**src/sv/lrupr_pkg.sv**
```systemverilog
package lrupr_pkg;

  localparam int CAPACITY  = 16;
  localparam int PAGE_BITS = 16;
  localparam int SLOT_W    = $clog2(CAPACITY);
  localparam int WAYS_W    = 5;
  localparam int PAGE_W    = 16;
  localparam int IDX_W     = 4;
  localparam int CNT_W     = 32;

  typedef logic [CAPACITY-1:0]  slot_vec_t;
  typedef logic [SLOT_W-1:0]    slot_idx_t;
  typedef logic [PAGE_BITS-1:0] page_t;

  typedef enum logic [1:0] {
    ST_IDLE,
    ST_LOOKUP,
    ST_COMMIT
  } lrupr_state_t;

  typedef struct packed {
    logic load;
    logic decide;
    logic commit;
  } lrupr_cmd_t;

  function automatic slot_vec_t lowest_set(input slot_vec_t v);
    lowest_set = v & (~v + slot_vec_t'(1));
  endfunction

  function automatic slot_idx_t onehot_to_idx(input slot_vec_t v);
    slot_idx_t idx;
    idx = '0;
    for (int k = 0; k < CAPACITY; k++) begin
      if (v[k]) begin
        idx = idx | slot_idx_t'(k);
      end
    end
    onehot_to_idx = idx;
  endfunction

endpackage

```
**src/sv/lrupr_ctrl.sv**
```systemverilog
module lrupr_ctrl (
  input  logic                clk,
  input  logic                rst,
  input  logic                start,
  output logic                busy,
  output logic                done,
  output lrupr_pkg::lrupr_cmd_t cmd
);
  import lrupr_pkg::*;

  lrupr_state_t state;
  lrupr_state_t state_next;
  logic         accept;

  always_ff @(posedge clk) begin
    if (rst) begin
      state <= ST_IDLE;
      done  <= 1'b0;
    end else begin
      state <= state_next;
      done  <= cmd.commit;
    end
  end

  always_comb begin
    busy       = (state == ST_LOOKUP);
    accept     = start && !busy;
    cmd.load   = accept;
    cmd.decide = 1'b0;
    cmd.commit = 1'b0;
    state_next = state;
    unique case (state)
      ST_IDLE: begin
        if (accept) state_next = ST_LOOKUP;
      end
      ST_LOOKUP: begin
        cmd.decide = 1'b1;
        state_next = ST_COMMIT;
      end
      ST_COMMIT: begin
        cmd.commit = 1'b1;
        state_next = accept ? ST_LOOKUP : ST_IDLE;
      end
      default: begin
        state_next = ST_IDLE;
      end
    endcase
  end

endmodule

```
**config.mk**
```make
export PLATFORM = sky130hd
export DESIGN_NAME = lrupr_ctrl
export DESIGN_NICKNAME = d
export VERILOG_FILES = /design/src/sv/lrupr_pkg.sv /design/src/sv/lrupr_ctrl.sv
export SDC_FILE = /design/constraint.sdc
export NUM_CORES = 1
export LEC_CHECK = 0
export BUFFER_PORTS_ARGS = -buffer_cell sky130_fd_sc_hd__buf_2
export CAP_MARGIN = 20
export CORE_AREA = 2 2 39 41
export CTS_BUF_LIST = sky130_fd_sc_hd__clkbuf_4 sky130_fd_sc_hd__clkbuf_8 sky130_fd_sc_hd__clkbuf_16
export CTS_CLUSTER_SIZE = 24
export DETAILED_ROUTE_END_ITERATION = 6
export DIE_AREA = 0 0 41 43
export MAX_ROUTING_LAYER = met4
export PLACE_DENSITY = 0.3
export SLEW_MARGIN = 20
export SYNTH_ARGS = -nofsm -noshare
export SYNTH_HDL_FRONTEND = slang
export SYNTH_SLANG_ARGS = --single-unit
```
**constraint.sdc**
```tcl
create_clock -name clk -period 0.9 [get_ports clk]
set_clock_uncertainty 0.1 [all_clocks]
set_input_delay 0.09 -clock clk [delete_from_list [all_inputs] [get_ports clk]]
set_output_delay 0.09 -clock clk [all_outputs]
set_load 0.02 [all_outputs]
```
==> impl_metrics.env, run 1 <==
export IMPL_status="complete, but fails checks"
export IMPL_violations="setup timing"
export IMPL_drt_iter0_drc=1
export IMPL_rsz0062_at_grt="true"
export IMPL_grt_pass1_wl_um=462
export IMPL_die_h_um=43
export IMPL_pre_cts_slack_ns=-0.0312
export IMPL_area_growth_pct=122
export IMPL_cp_end_kind="output pin"
export IMPL_power_uw=490
export IMPL_async_reset_ff_share_pct=0
export IMPL_syn_cell_area_um2=119
export IMPL_finalCritPeriodShare_pct=125
export IMPL_cts_sinks=3
export IMPL_layout_nets=28
export IMPL_synthesis_nets=15
export IMPL_ys_flop_type="dfxtp_1"
export IMPL_synth_most_common_cell="dfxtp_1"
export IMPL_via_count=115
export IMPL_root_buffer="clkbuf_4"
export IMPL_synth_area_leaders="dfxtp_1 (51%), buf_4 (13%), nor3b_1 (13%), and2b_2 (7.4%), and2_1 (5.3%)"
export IMPL_crit_type="flip-flop to output pin"
export IMPL_wire_per_inst_um=6.90
export IMPL_synthXorXnorAreaFrac_pct=0
export IMPL_grtUsageTotal_pct=5.03
export IMPL_htreeDepth=1
export IMPL_drive_gt1_share_pct=87.5
export IMPL_design_area_um2=264
export IMPL_routed_wl_um=276
export IMPL_synth_edf_count=0
export IMPL_syn_inst=12
export IMPL_max_freq_ghz=0.887
export IMPL_antenna_cells=0
export IMPL_relSlewSlack_pct=88.1
export IMPL_worst_path_max_fanout=3
export IMPL_core_um2=1380
export IMPL_grt_pass1_vias=133
export IMPL_multiInputGateArea_um2=55.1
export IMPL_r2r_slack_ns=0.05
export IMPL_synth_compound_area_share_pct=0
export IMPL_max_stage_delay_ns=0.31
export IMPL_antenna_found_initial=0
export IMPL_synth_area_leader_cell="dfxtp_1"
export IMPL_synth_cell_type_count=8
export IMPL_die_x_um=41
export IMPL_firstDrtPassIters=2
export IMPL_cp_slowest_cell="dfxtp_2"
export IMPL_postLayoutSetupSlackWorst_ns=-0.227
export IMPL_vias_per_cell=2.88
export IMPL_post_dp_cell_area_um2=183
export IMPL_yosys_area_share_simple_pct=33.7
export IMPL_syn_avg_cell_area_um2=9.91
export IMPL_post_route_min_period_ns=1.13
export IMPL_tns_ns=-0.740
export IMPL_cellPowerDensity_nw_per_um2=1860
export IMPL_drc=0
export IMPL_clk_latency_ns=0.23
export IMPL_port_buffers=7
export IMPL_io_pins=8
export IMPL_cts_tree="yes"
export IMPL_synth_top_family_by_area="simple AND/OR/NAND/NOR gates"
export IMPL_path_clk_slew_ns=0.04
export IMPL_critical_path_arrival_ns=0.94
export IMPL_crit_buf_inv=1
export IMPL_place_gp_congestion=0.534
export IMPL_power_leakage_uw=0.000124
export IMPL_die_area_um2=1760
export IMPL_required_ns=0.71
export IMPL_clock_path_buffers=2
export IMPL_slew_violations=0
export IMPL_seqCellArea_um2=63.8
export IMPL_grt_max_degree=4
export IMPL_synthTopCellsByCount="dfxtp_1 (3), buf_4 (2), nor3b_1 (2)"
export IMPL_hp_class="input pin to flip-flop"
export IMPL_path_delay_family="flip-flops"
export IMPL_hold_viol_final=0
export IMPL_start_util_pct=8.59
export IMPL_synthAdderAreaFrac_pct=0
export IMPL_std_cell_rows=14
export IMPL_yosysSeqAreaShare_pct=50.5
export IMPL_ant_nets=0
export IMPL_cp_start_kind="flip-flop"
export IMPL_synth_seq_cells=3
export IMPL_grt_overflow=0
export IMPL_nFillCells=151
export IMPL_worstMarginPinSlew_ns=0.178
export IMPL_drv_cap=0
export IMPL_ir_drop_uv=371
export IMPL_cp_cell_sequence="nand2b_4, and2_4, buf_6"
export IMPL_ys_warn_count=0
export IMPL_synthMuxAreaShare_pct=0
export IMPL_cts_setup_buffers=0
export IMPL_yosysTopAreaCellShare_pct=50.5
export IMPL_setup_viol=4
export IMPL_cts_buffers=3
layout by cell type (no fill, tap or decap), drive strengths merged:
master | synthesis | final
nor3b | 2 | 2
buf | 2 | 9
nand2b | 1 | 1
clkbuf | 0 | 4
and2 | 1 | 1
inv | 1 | 1
dlygate4sd3 | 0 | 1
and2b | 1 | 1
nor2 | 1 | 1
dfxtp | 3 | 3
routing by layer:
| metal | part of all wire (%) | routed length [µm] | track usage (%) |
|---|---|---|---|
| met2 | 44 | 122 | 5.00 |
| met1 | 40 | 111 | 3.83 |
| met5 | 0 | 0 | - |
| met3 | 15 | 42 | 3.14 |
| met4 | 0 | 0 | 10.0 |
logic make-up after synthesis:
| group | count (synthesis) |
|---|---|
| flops | 3 |
| simple gates | 6 |
| buf+inv | 3 |
sequential cells by signal, summed over array words and instances (netlist names):
signal and cells:
done 1, state 2
metrics by stage:
stage	cells	hold WS (ns)	utilization, %
CTS	40	0.0209	18.2
finish	40	0.0263	19.1
global route	40	0.0410	19.1
detailed placement	35	0.190	13.2
global placement	35	0.181	13.2
floorplan	12	0.0584	-
power breakdown:
| group | total, µW | switching [µW] | internal (µW) |
|---|---|---|---|
| registers | 144 | 4.36 | 140 |
| logic | 75.9 | 31.0 | 44.8 |
| clock network | 270 | 73.2 | 196 |
| total | 490 | 109 | 381 |
final timing paths:
path | start | endpoint | cells after the start
worst max-delay path | state[1]$_SDFFE_PP0P_ | cmd[2] | 3
worst min-delay path | start | state[0]$_SDFFE_PP0P_ | 2
worst max register to register | state[0]$_SDFFE_PP0P_ | done$_SDFF_PP0_ | 2
worst min register to register | state[1]$_SDFFE_PP0P_ | done$_SDFF_PP0_ | 1
cell type report:
class	instances	share of cell area [%]
multi-input combinational	6	20.9
timing repair buffer	10	34.6
tap	16	7.58
clock buffer	4	11.4
inverter	1	1.42
sequential	3	24.2
what timing repair did:
action | in CTS | in global routing
gates cloned | 0 | 0
hold buffers | 1 | 0
gates resized for setup | 10 | 4
pin swaps | 1 | 0
endpoints found under the hold margin | 3 | 0
setup endpoints to repair | 4 | 7
Power figures use the tool's default switching activity.
==> inputs of run 2 (changes only) <==
CORE_AREA = 4 4 41 43   (was 2 2 39 41)
CTS_BUF_LIST = sky130_fd_sc_hd__clkbuf_16   (was sky130_fd_sc_hd__clkbuf_4 sky130_fd_sc_hd__clkbuf_8 sky130_fd_sc_hd__clkbuf_16)
DIE_AREA = 0 0 45 47   (was 0 0 41 43)
==> impl_metrics.env, run 2 (synthesized netlist as in run 1, its figures left out) <==
export IMPL_worst_path_max_fanout=3
export IMPL_p_int_uw=753
export IMPL_slew_violations=0
export IMPL_cts_sinks=3
export IMPL_area_growth_pct=149
export IMPL_ant_nets=0
export IMPL_io_pins=8
export IMPL_via_count=117
export IMPL_core_um2=1300
export IMPL_antenna_cells=0
export IMPL_path_delay_family="flip-flops"
export IMPL_root_buffer="clkbuf_16"
export IMPL_grt_pass1_vias=115
export IMPL_p_switching_uw=150
export IMPL_seqCellArea_um2=62.6
export IMPL_layout_common_cells="buf_6 (4), clkbuf_16 (3), buf_4 (3)"
export IMPL_cp_slowest_cell="dfxtp_2"
export IMPL_ir_drop_uv=1220
export IMPL_cts_tree="yes"
export IMPL_setup_viol=4
export IMPL_grt_pass1_wl_um=483
export IMPL_cellPowerDensity_nw_per_um2=3050
export IMPL_worstMarginPinSlew_ns=0.167
export IMPL_crit_buf_inv=1
export IMPL_grtUsageTotal_pct=3.99
export IMPL_std_cell_rows=13
export IMPL_grt_overflow=0
export IMPL_clock_path_buffers=2
export IMPL_die_area_um2=2120
export IMPL_max_freq_ghz=0.896
export IMPL_critical_path_arrival_ns=0.93
export IMPL_drv_cap=0
export IMPL_cp_cell_sequence="nand2b_4, and2_4, buf_6"
export IMPL_rsz0062_at_grt="true"
export IMPL_p_comb_share_pct=8.0
export IMPL_status="complete, but fails checks"
export IMPL_violations="hold timing, setup timing"
export IMPL_firstDrtPassIters=2
export IMPL_hold_viol_final=3
export IMPL_place_gp_congestion=0.624
export IMPL_multiInputGateArea_um2=55.1
export IMPL_post_route_min_period_ns=1.12
export IMPL_cp_start_kind="flip-flop"
export IMPL_postLayoutSetupSlackWorst_ns=-0.216
export IMPL_seq_power_share_pct=16.1
export IMPL_relSlewSlack_pct=88.9
export IMPL_finalCritPeriodShare_pct=124
export IMPL_final_common_cell="buf_6"
export IMPL_nFillCells=146
export IMPL_die_h_um=47
export IMPL_hp_class="input pin to flip-flop"
export IMPL_holdBufCountCts=1
export IMPL_cp_end_kind="output pin"
export IMPL_power_switching_share_pct=16.6
export IMPL_port_buffers=7
export IMPL_grt_max_degree=4
export IMPL_antenna_found_initial=0
export IMPL_layout_nets=27
export IMPL_largest_register_ffs=2
export IMPL_holdWs_ns=-0.0347
export IMPL_vias_per_cell=3.08
export IMPL_power_uw=903
export IMPL_top_regs="state (2), done (1)"
export IMPL_final_util_pct=22.8
export IMPL_cp_startpoint="state[1]$_SDFFE_PP0P_"
export IMPL_drc=0
export IMPL_power_frac_clock_pct=76.0
export IMPL_die_x_um=45
export IMPL_r2r_start="state[0]$_SDFFE_PP0P_"
export IMPL_wire_per_inst_um=7.92
export IMPL_largest_register="state"
export IMPL_required_ns=0.71
export IMPL_cts_buffers=3
export IMPL_fin_cells=38
export IMPL_start_util_pct=9.13
export IMPL_drt_iter0_drc=2
export IMPL_power_leakage_uw=0.000142
export IMPL_dp_cells=33
export IMPL_crit_type="flip-flop to output pin"
export IMPL_min_delay_start="rst"
export IMPL_clk_latency_ns=0.22
export IMPL_max_stage_delay_ns=0.31
export IMPL_path_clk_slew_ns=0.03
export IMPL_htreeDepth=1
export IMPL_drive_gt1_share_pct=82.6
export IMPL_routed_wl_um=301
[run 2: cell count changes in the layout (fill, tap and decap cells not counted), sizes merged]
cell | previous run | this run
clkbuf | 4 | 3
inv | 1 | 2
dlygate4sd3 | 1 | 0
[run 2: per-stage QoR]
| stage | setup WS, ns | TNS [ns] | area [µm²] |
|---|---|---|---|
| 6_report | -0.216 | -0.698 | 297 |
| 5_1_grt | -0.238 | -0.793 | 297 |
| 4_1_cts | -0.218 | -0.782 | 299 |
| 3_5_place_dp | -0.0276 | -0.0276 | 174 |
| 3_3_place_gp | -0.0239 | -0.0239 | 174 |
| 2_1_floorplan | 0.00548 | 0 | 131 |
[run 2: power by group through the flow]
| stage | Clock [µW] | Sequential (µW) | Combinational [µW] |
|---|---|---|---|
| 6_report | 686 | 145 | 71.9 |
| 3_3_place_gp | 0 | 146 | 50.4 |
| 3_5_place_dp | 0 | 146 | 50.2 |
| 2_1_floorplan | 0 | 147 | 38.3 |
| 5_1_grt | 708 | 145 | 76.9 |
| 4_1_cts | 699 | 145 | 73.9 |
[run 2: final cells by class]
class | instances | area share (%)
clock inverter | 1 | 1.27
sequential | 3 | 21.1
inverter | 1 | 1.27
multi-input combinational | 6 | 18.6
timing repair buffer | 9 | 26.2
tap | 15 | 6.33
clock buffer | 3 | 25.3
[run 2: worst register-to-register path: cells and delay by family, from the launching register on]
family,cells,cell delay [ns]
flip-flops,1,0.33
AND/OR/NAND/NOR,1,0.19
buffers and inverters,1,0.14
[run 2: final timing paths]
| kind | end | slack, ns | depth (start not counted) |
|---|---|---|---|
| worst min register to register | done$_SDFF_PP0_ | 0.40 | 1 |
| worst max-delay path | cmd[2] | -0.22 | 3 |
| worst min-delay path | state[1]$_SDFFE_PP0P_ | -0.03 | 2 |
| worst max register to register | state[0]$_SDFFE_PP0P_ | 0.06 | 2 |
[run 2: metal layers]
metal	wire length (µm)	GRT usage, %	up-vias	part of all wire (%)
met5	0	-	-	0
met4	0	5.26	0	0
met3	44	3.45	0	15
met2	116	3.39	8	39
met1	140	4.31	53	47
li1	-	-	56	-
[run 2: what timing repair did]
action | CTS | global route
gates resized for setup | 10 | 2
hold endpoints to repair | 3 | 3
pin swaps | 1 | 0
setup buffers | 1 | 0
cloned | 0 | 0
endpoints found under the setup margin | 4 | 7
